===== config.mk =====
export PLATFORM = sky130hd
export DESIGN_NAME = gilbert_moore_block_codeword
export DESIGN_NICKNAME = d
export VERILOG_FILES = /design/src/rtl/gmbc_pkg.sv /design/src/rtl/gilbert_moore_block_codeword.sv /design/src/rtl/gmbc_engine.sv
export SDC_FILE = /design/constraint.sdc
export NUM_CORES = 2
export LEC_CHECK = 0
export ABC_AREA = 1
export BUFFER_PORTS_ARGS = -buffer_cell sky130_fd_sc_hd__buf_2
export CORE_ASPECT_RATIO = 1.1
export CORE_MARGIN = 8
export CORE_UTILIZATION = 30
export DETAILED_ROUTE_END_ITERATION = 7
export GPL_ROUTABILITY_DRIVEN = 0
export HOLD_SLACK_MARGIN = 0.05
export PLACE_DENSITY = 0.56
export SLEW_MARGIN = 20
export SYNTH_ARGS = -nofsm -noshare
export SYNTH_HDL_FRONTEND = slang
export SYNTH_SLANG_ARGS = --single-unit

===== constraint.sdc =====
create_clock -name clk -period 10.5 [get_ports clk]
set_input_delay 1.05 -clock clk [delete_from_list [all_inputs] [get_ports clk]]
set_output_delay 1.05 -clock clk [all_outputs]
set_load 0.02 [all_outputs]

===== src/rtl/gmbc_pkg.sv =====
// shared types and constants for the gilbert-moore block codeword encoder
// no dependencies
`default_nettype none

package gmbc_pkg;

    localparam int PROB_W     = 16;
    localparam int BLK_LEN_W  = 4;
    localparam int CODE_W     = 32;
    localparam int SUM_W      = 33;
    localparam int CFG_ADDR_W = 2;
    localparam int MSB_W      = 5;
    localparam int STEP_W     = 3;

    localparam logic [CFG_ADDR_W-1:0] REG_PROB_ZERO    = 2'd0;
    localparam logic [CFG_ADDR_W-1:0] REG_PROB_ONE     = 2'd1;
    localparam logic [CFG_ADDR_W-1:0] REG_BLOCK_LENGTH = 2'd2;

    localparam logic [PROB_W-1:0]    PROB_ZERO_RST    = 16'd26214;
    localparam logic [PROB_W-1:0]    PROB_ONE_RST     = 16'd39322;
    localparam logic [BLK_LEN_W-1:0] BLOCK_LENGTH_RST = 4'd1;

    // probability of an empty block, 1.0 in q1.32
    localparam logic [SUM_W-1:0] PROB_UNITY = 33'h1_0000_0000;

    // binary msb search: shifts of 16, 8, 4, 2, 1
    localparam logic [MSB_W-1:0]  NORM_FIRST_SHIFT = 5'd16;
    localparam logic [STEP_W-1:0] NORM_LAST_STEP   = 3'd4;

    // length offset: floor(-log2 p) + 2 = 34 - ceil(log2 p_q32)
    localparam logic [6:0] LEN_OFFSET = 7'd34;

    typedef enum logic [2:0] {
        ST_IDLE,
        ST_MUL,
        ST_NORM,
        ST_LEN,
        ST_CODE,
        ST_DONE
    } gmbc_state_t;

    typedef struct packed {
        logic start;
        logic restart;
        logic take;
    } gmbc_ctrl_t;

    typedef struct packed {
        logic idle;
        logic done;
    } gmbc_stat_t;

endpackage

`default_nettype wire


===== src/rtl/gilbert_moore_block_codeword.sv =====
// top level of the gilbert-moore block codeword encoder: config registers,
// stream handshake and output register; depends on gmbc_pkg and gmbc_engine
//
// usage
//   s_* stream: one beat per source block; s_tdata carries the block bits
//   (first source bit most significant), s_tuser the restart flag that
//   clears the running probability sum before this block
//   m_* stream: one beat per block with the codeword and its length
//   cfg_*: register writes (prob_zero, prob_one, block_length); the user must
//   do them only while the block is idle, the block does not enforce it
// timing
//   a block of k bits, once accepted, runs k steps of the shared multiplier,
//   one per source bit, then five steps of the msb search, then the length,
//   codeword and hand-off states before its result is in the output register
//   one block is in work at a time; s_tready is high only while the
//   sequencer is idle, so the next block waits until the last is handed off
// reset and stall
//   reset clears the running sum, loads the register defaults and empties
//   the output register; a stalled result waits in the output register while
//   the next block is worked on, and that block waits in turn until the
//   register frees up
`default_nettype none

module gilbert_moore_block_codeword #(
    parameter int MAX_BLOCK_LEN = 10,
    parameter int MAX_CODE_LEN  = 32,
    localparam int LEN_W        = $clog2(MAX_CODE_LEN + 1),
    localparam int IN_W         = ((MAX_BLOCK_LEN + 7) / 8) * 8,
    localparam int OUT_W        = ((gmbc_pkg::CODE_W + LEN_W + 7) / 8) * 8
) (
    input  logic                            clk,
    input  logic                            rst_n,
    input  logic                            s_tvalid,
    output logic                            s_tready,
    input  logic [IN_W-1:0]                 s_tdata,   // block_value
    input  logic                            s_tuser,   // restart
    output logic                            m_tvalid,
    input  logic                            m_tready,
    output logic [OUT_W-1:0]                m_tdata,   // code_bits, code_length
    input  logic                            cfg_we,
    input  logic [gmbc_pkg::CFG_ADDR_W-1:0] cfg_addr,
    input  logic [gmbc_pkg::PROB_W-1:0]     cfg_wdata
);
    import gmbc_pkg::*;

    localparam int PAD_W = OUT_W - CODE_W - LEN_W;

    logic [PROB_W-1:0]    prob_zero_reg;
    logic [PROB_W-1:0]    prob_one_reg;
    logic [BLK_LEN_W-1:0] block_length_reg;

    logic                 m_valid_reg;
    logic [CODE_W-1:0]    out_code_reg;
    logic [LEN_W-1:0]     out_len_reg;

    gmbc_ctrl_t           ctrl;
    gmbc_stat_t           stat;
    logic [CODE_W-1:0]    eng_code;
    logic [LEN_W-1:0]     eng_len;
    logic                 out_free;

    always_ff @(posedge clk or negedge rst_n)
    begin
        if (!rst_n)
        begin
            prob_zero_reg    <= PROB_ZERO_RST;
            prob_one_reg     <= PROB_ONE_RST;
            block_length_reg <= BLOCK_LENGTH_RST;
        end
        else if (cfg_we)
        begin
            case (cfg_addr)
                REG_PROB_ZERO:    prob_zero_reg    <= cfg_wdata;
                REG_PROB_ONE:     prob_one_reg     <= cfg_wdata;
                REG_BLOCK_LENGTH: block_length_reg <= cfg_wdata[BLK_LEN_W-1:0];
                default: ;
            endcase
        end
    end

    assign out_free     = !m_valid_reg || m_tready;
    assign s_tready     = stat.idle;
    assign ctrl.start   = s_tvalid && stat.idle;
    assign ctrl.restart = s_tuser;
    assign ctrl.take    = stat.done && out_free;

    gmbc_engine #(
        .MAX_BLOCK_LEN (MAX_BLOCK_LEN),
        .MAX_CODE_LEN  (MAX_CODE_LEN),
        .LEN_W         (LEN_W)
    ) u_engine (
        .clk          (clk),
        .rst_n        (rst_n),
        .ctrl         (ctrl),
        .block_value  (s_tdata[MAX_BLOCK_LEN-1:0]),
        .block_length (block_length_reg),
        .prob_zero    (prob_zero_reg),
        .prob_one     (prob_one_reg),
        .stat         (stat),
        .code_bits    (eng_code),
        .code_length  (eng_len)
    );

    always_ff @(posedge clk or negedge rst_n)
    begin
        if (!rst_n)
            m_valid_reg <= 1'b0;
        else if (ctrl.take)
            m_valid_reg <= 1'b1;
        else if (m_tready)
            m_valid_reg <= 1'b0;
    end

    always_ff @(posedge clk)
    begin
        if (ctrl.take)
        begin
            out_code_reg <= eng_code;
            out_len_reg  <= eng_len;
        end
    end

    assign m_tvalid = m_valid_reg;
    assign m_tdata  = {{PAD_W{1'b0}}, out_len_reg, out_code_reg};

endmodule

`default_nettype wire


===== src/rtl/gmbc_engine.sv =====
// sequenced datapath: shared multiplier for the block probability, msb search,
// code length, codeword shift and running sum; depends on gmbc_pkg
`default_nettype none

module gmbc_engine #(
    parameter int MAX_BLOCK_LEN = 10,
    parameter int MAX_CODE_LEN  = 32,
    parameter int LEN_W         = $clog2(MAX_CODE_LEN + 1)
) (
    input  logic                             clk,
    input  logic                             rst_n,
    input  gmbc_pkg::gmbc_ctrl_t             ctrl,
    input  logic [MAX_BLOCK_LEN-1:0]         block_value,
    input  logic [gmbc_pkg::BLK_LEN_W-1:0]   block_length,
    input  logic [gmbc_pkg::PROB_W-1:0]      prob_zero,
    input  logic [gmbc_pkg::PROB_W-1:0]      prob_one,
    output gmbc_pkg::gmbc_stat_t             stat,
    output logic [gmbc_pkg::CODE_W-1:0]      code_bits,
    output logic [LEN_W-1:0]                 code_length
);
    import gmbc_pkg::*;

    localparam int PROD_W = SUM_W + PROB_W;

    gmbc_state_t state_reg, state_next;

    logic [SUM_W-1:0]         p_reg;
    logic [MAX_BLOCK_LEN-1:0] bits_reg;
    logic [BLK_LEN_W-1:0]     cnt_reg;
    logic [CODE_W-1:0]        x_reg;
    logic [MSB_W-1:0]         msb_reg;
    logic [STEP_W-1:0]        step_reg;
    logic [SUM_W-1:0]         sum_reg;
    logic [CODE_W-1:0]        frac_reg;
    logic [LEN_W-1:0]         len_reg;
    logic [CODE_W-1:0]        code_reg;

    logic [BLK_LEN_W-1:0]     k_eff;
    logic [4:0]               align_sh;
    logic [PROB_W-1:0]        factor;
    logic [PROD_W-1:0]        prod;
    logic [SUM_W-1:0]         p_mul;
    logic [MSB_W-1:0]         norm_sh;
    logic [CODE_W-1:0]        x_hi;
    logic [CODE_W-1:0]        p32;
    logic                     p_zero;
    logic                     p_pow2;
    logic [5:0]               c_ceil;
    logic [6:0]               raw_len;
    logic [6:0]               len_sat;
    logic [CODE_W-1:0]        frac_sum;
    logic [2*CODE_W-1:0]      code_wide;

    // block length clamp and alignment of the first source bit to the top
    always_comb
    begin
        if (block_length == '0)
            k_eff = BLK_LEN_W'(1);
        else if ({1'b0, block_length} > 5'(MAX_BLOCK_LEN))
            k_eff = BLK_LEN_W'(MAX_BLOCK_LEN);
        else
            k_eff = block_length;
        align_sh = 5'(MAX_BLOCK_LEN) - {1'b0, k_eff};
    end

    // shared multiplier, q1.32 times q0.16, truncated
    assign factor = bits_reg[MAX_BLOCK_LEN-1] ? prob_one : prob_zero;
    assign prod   = {{PROB_W{1'b0}}, p_reg} * {{SUM_W{1'b0}}, factor};
    assign p_mul  = prod[PROD_W-1:PROB_W];

    // msb search step
    assign norm_sh = NORM_FIRST_SHIFT >> step_reg;
    assign x_hi    = x_reg >> norm_sh;

    // code length
    assign p32     = p_reg[CODE_W-1:0];
    assign p_zero  = (p32 == '0);
    assign p_pow2  = ((p32 & (p32 - 32'd1)) == '0);
    assign c_ceil  = {1'b0, msb_reg} + {5'd0, ~p_pow2};
    assign raw_len = LEN_OFFSET - {1'b0, c_ceil};
    assign len_sat = (p_zero || (raw_len > 7'(MAX_CODE_LEN))) ? 7'(MAX_CODE_LEN) : raw_len;

    // sum plus half the probability, fractional bits only
    assign frac_sum  = sum_reg[CODE_W-1:0] + p_reg[SUM_W-1:1];
    assign code_wide = {frac_reg, {CODE_W{1'b0}}} >> (7'd64 - 7'(len_reg));

    always_comb
    begin
        state_next = state_reg;
        case (state_reg)
            ST_IDLE:
            begin
                if (ctrl.start)
                    state_next = ST_MUL;
            end
            ST_MUL:
            begin
                if (cnt_reg == BLK_LEN_W'(1))
                    state_next = ST_NORM;
            end
            ST_NORM:
            begin
                if (step_reg == NORM_LAST_STEP)
                    state_next = ST_LEN;
            end
            ST_LEN:  state_next = ST_CODE;
            ST_CODE: state_next = ST_DONE;
            ST_DONE:
            begin
                if (ctrl.take)
                    state_next = ST_IDLE;
            end
            default: state_next = ST_IDLE;
        endcase
    end

    always_comb
    begin
        stat.idle = (state_reg == ST_IDLE);
        stat.done = (state_reg == ST_DONE);
    end

    always_ff @(posedge clk or negedge rst_n)
    begin
        if (!rst_n)
        begin
            state_reg <= ST_IDLE;
            cnt_reg   <= '0;
            step_reg  <= '0;
            sum_reg   <= '0;
        end
        else
        begin
            state_reg <= state_next;
            case (state_reg)
                ST_IDLE:
                begin
                    if (ctrl.start)
                    begin
                        cnt_reg <= k_eff;
                        if (ctrl.restart)
                            sum_reg <= '0;
                    end
                end
                ST_MUL:
                begin
                    cnt_reg  <= cnt_reg - BLK_LEN_W'(1);
                    step_reg <= '0;
                end
                ST_NORM: step_reg <= step_reg + STEP_W'(1);
                ST_CODE: sum_reg  <= sum_reg + p_reg;
                default: ;
            endcase
        end
    end

    always_ff @(posedge clk)
    begin
        case (state_reg)
            ST_IDLE:
            begin
                if (ctrl.start)
                begin
                    p_reg    <= PROB_UNITY;
                    bits_reg <= block_value << align_sh;
                end
            end
            ST_MUL:
            begin
                p_reg    <= p_mul;
                bits_reg <= bits_reg << 1;
                x_reg    <= p_mul[CODE_W-1:0];
                msb_reg  <= '0;
            end
            ST_NORM:
            begin
                if (x_hi != '0)
                begin
                    x_reg   <= x_hi;
                    msb_reg <= msb_reg + norm_sh;
                end
            end
            ST_LEN:
            begin
                len_reg  <= LEN_W'(len_sat);
                frac_reg <= frac_sum;
            end
            ST_CODE: code_reg <= code_wide[CODE_W-1:0];
            default: ;
        endcase
    end

    assign code_bits   = code_reg;
    assign code_length = len_reg;

endmodule

`default_nettype wire


==> results.cfg <==
[worst_setup_path]
crit_cells = 24
reg2reg_depth = 24
endpoint_kind = flip-flop
r2r-start = u_engine.bits_reg[9]
cp_common_cell = fa_1
required_ns = 10.79
worstSetupStartpointType = flip-flop
cp_num_buf_inv = 5
worstPathCellList = inv_2 > or2_2 > nand2_1 > inv_1 > nand2_1 > fa_1 > inv_1 > fa_1 > fa_1 > fa_1 > fa_1 > inv_1 > fa_1 > inv_1 > ha_1 > a21oi_1 > a21boi_0 > o21ai_0 > a21oi_1 > nand2_1 > nand2_1 > nand3_1 > nand3_1 > nand2_1
cp_top_family = adder cells
crit_path_start = u_engine.bits_reg[9]
worstPathArrival_ns = 8.69
rrSetupSlack_ns = 2.10
crit_end = u_engine.x_reg[27]
reg2reg_to = u_engine.x_reg[27]
path_class = flip-flop to flip-flop
cp_max_fo = 23
slowest_delay_ns = 0.76
slowest_stage = edfxtp_1

[timing]
max_slew.worst_pin.slew_ns = 1.148
post-route-period-util_pct = 79.97
hold_slack_ns = 0.4018
fmax_mhz = 119.1
hold_viol = 0
setup_viol_count_final = 0
min_period_ns = 8.397
slew_violations = 0
fin_tns_setup_ns = 0
finalClockSkew_ns = 0.02421
rsz0062_at_grt = no
slew_headroom_pct = 23.44
fin_ws_ns = 2.103

[clock_network]
postCtsResizedCells = 0
cts_setup_buffers = 0
cts_buffers = 35
clockBufferDepth = 3
cts_tree = built
ctsHoldBuffers = 0
clk_latency_ns = 0.56
h-tree-depth = 2
numClockSinks = 267
cts-root-buf = clkbuf_16
clk_pin_slew_worst_paths_ns = 0.06

[floorplanning]
fp-row-count = 132
initial_core_util_pct = 30.15
io_pins = 82
die_h_um = 376.3
fp.dieArea_mm2 = 0.1293
design.core.area_mm2 = 0.1174
fp.dieW_um = 343.5

[yosys]
synth_edf_count = 188
synth-seq-area-share_pct = 21.59
synth-seq-cells = 267
synth_top_area_share_pct = 24.60
synth-main-ff-cell = edfxtp_1
synth_cell_types = 58
yosysTopAreaCell = fa_1
avgSynthCellArea_um2 = 7.482
synthTopCellsByArea = fa_1, edfxtp_1, nand2_1, inv_1, ha_1
synthCells = 4731
synthArstFlopShare_pct = 29.59
synth_warnings = 0
syn_area_mm2 = 0.03540

[detailed_routing]
drtAntennaViolNets = 0
firstDrtPassIters = 6
routed_via_density = 4.941
vias = 31031
drc = 0
dr.first_iter.drc_count = 2262
wl_per_cell_um = 17.54
wirelength_um = 110200

[finish]
final_cells = 6280
drive_gt1_share_pct = 5.465
nets = 5389
antenna_cells = 0
nFillCells = 12612
area_growth_pct = 9.052
largest_register_ffs = 33

[global_route]
overflow = 0
grt_max_degree = 56
grt_pass1_wl_um = 175600
track_usage_pct = 17.00
antenna_found_initial = 0
grt_pass1_vias = 31750

[place]
dp_hpwl_um = 86620
post-place-ws_ns = 2.202
port_buffers = 73
dp_cells = 6218

[job]
drv_cap = 0

[run_status]
status = completed

[min_path]
hp-class = input pin to asynchronous set/reset pin
## cells by family (layout without fill, tap and decap cells)
family / Yosys count / after routing / share of synthesized area [%]
xor gates and xnor gates: 64 / 64 / 1.626
muxes: 11 / 11 / 0.3111
AOI/OAI and AO/OA: 553 / 553 / 8.635
adders and majority gates: 634 / 634 / 31.63
DFF: 267 / 267 / 21.59
buffers and inverters: 978 / 985 / 10.65
other: 1 / 2 / 0.01059
and+or+nand+nor: 2223 / 2223 / 25.54
## through the flow
stage | utilization (%) | area [um^2]
finish | 32.87 | 38600
global route | 32.87 | 38600
CTS | 32.85 | 38580
detailed placement | 31.83 | 37380
global placement | 31.83 | 37380
floorplan | - | 35400
## worst min-delay path by stage
stage / start / depth (start not counted) / slack [ns] / endpoint
after floorplan: u_engine.code_bits[0] / 0 / 0.40 / out_code_reg[0]
after global placement: u_engine.code_bits[14] / 0 / 0.40 / out_code_reg[14]
after detailed placement: u_engine.code_bits[12] / 0 / 0.40 / out_code_reg[12]
after CTS: rst_n / 1 / 0.38 / u_engine.cnt_reg[2]
after global routing: rst_n / 1 / 0.41 / prob_one_reg[0]
final: rst_n / 1 / 0.40 / prob_one_reg[0]
## placed cells by master, fill, tap and decap left out, types with 34 or more instances in the layout
cell	n
nand3_1	311
ha_1	199
a21oi_1	156
xor2_1	40
fa_1	435
inv_1	772
o21ai_0	260
nor3_1	35
nor2_1	498
edfxtp_1	188
buf_2	72
buf_4	55
clkbuf_16	38
nand2_1	1280
or2_2	34
dfrtp_1	62
## synth_stat cells, types with 7 or more instances
library cell  instances
nor4_1               10
o21bai_1             11
buf_1                 9
fa_1                435
nand3_1             312
buf_2                33
nor2_1              502
nor3_1               36
ha_1                199
a21oi_1             156
clkbuf_1            131
dfrtp_1              62
o211ai_1             15
mux2i_1              11
xnor2_1              22
inv_1               772
clkinv_1             13
edfxtp_1            188
xor2_1               40
o21ai_0             260
dfstp_2              17
a31oi_1              25
inv_2                11
nand4_1              25
nand2_1            1282
or2_2                34
a21o_1               20
a21boi_0              7
o21a_1               12
o21ai_1              17
## final cells by class
type / count / area, um^2 / area share [%]
inverters: 796 / 2988 / 7.740
clock inverters: 17 / 221.5 / 0.5737
flip-flops and latches: 267 / 7644 / 19.80
repair buffers: 128 / 793.3 / 2.055
multi-input cells: 3487 / 24060 / 62.31
clock buffers: 44 / 973.4 / 2.522
well taps: 1541 / 1928 / 4.995
## metal layers
layer,global-route usage [%],vias to the layer above,wire length [um],part of all wire [%]
met2,29.17,858,52640,48
met1,22.14,15223,47480,43
met3,1.809,186,5778,5.2
met5,0,-,0,0
li1,-,14764,-,-
met4,6.041,0,4255,3.9
Power is not shown: default switching activity piles up to over one toggle a cycle in this logic, so the estimate is an artifact.
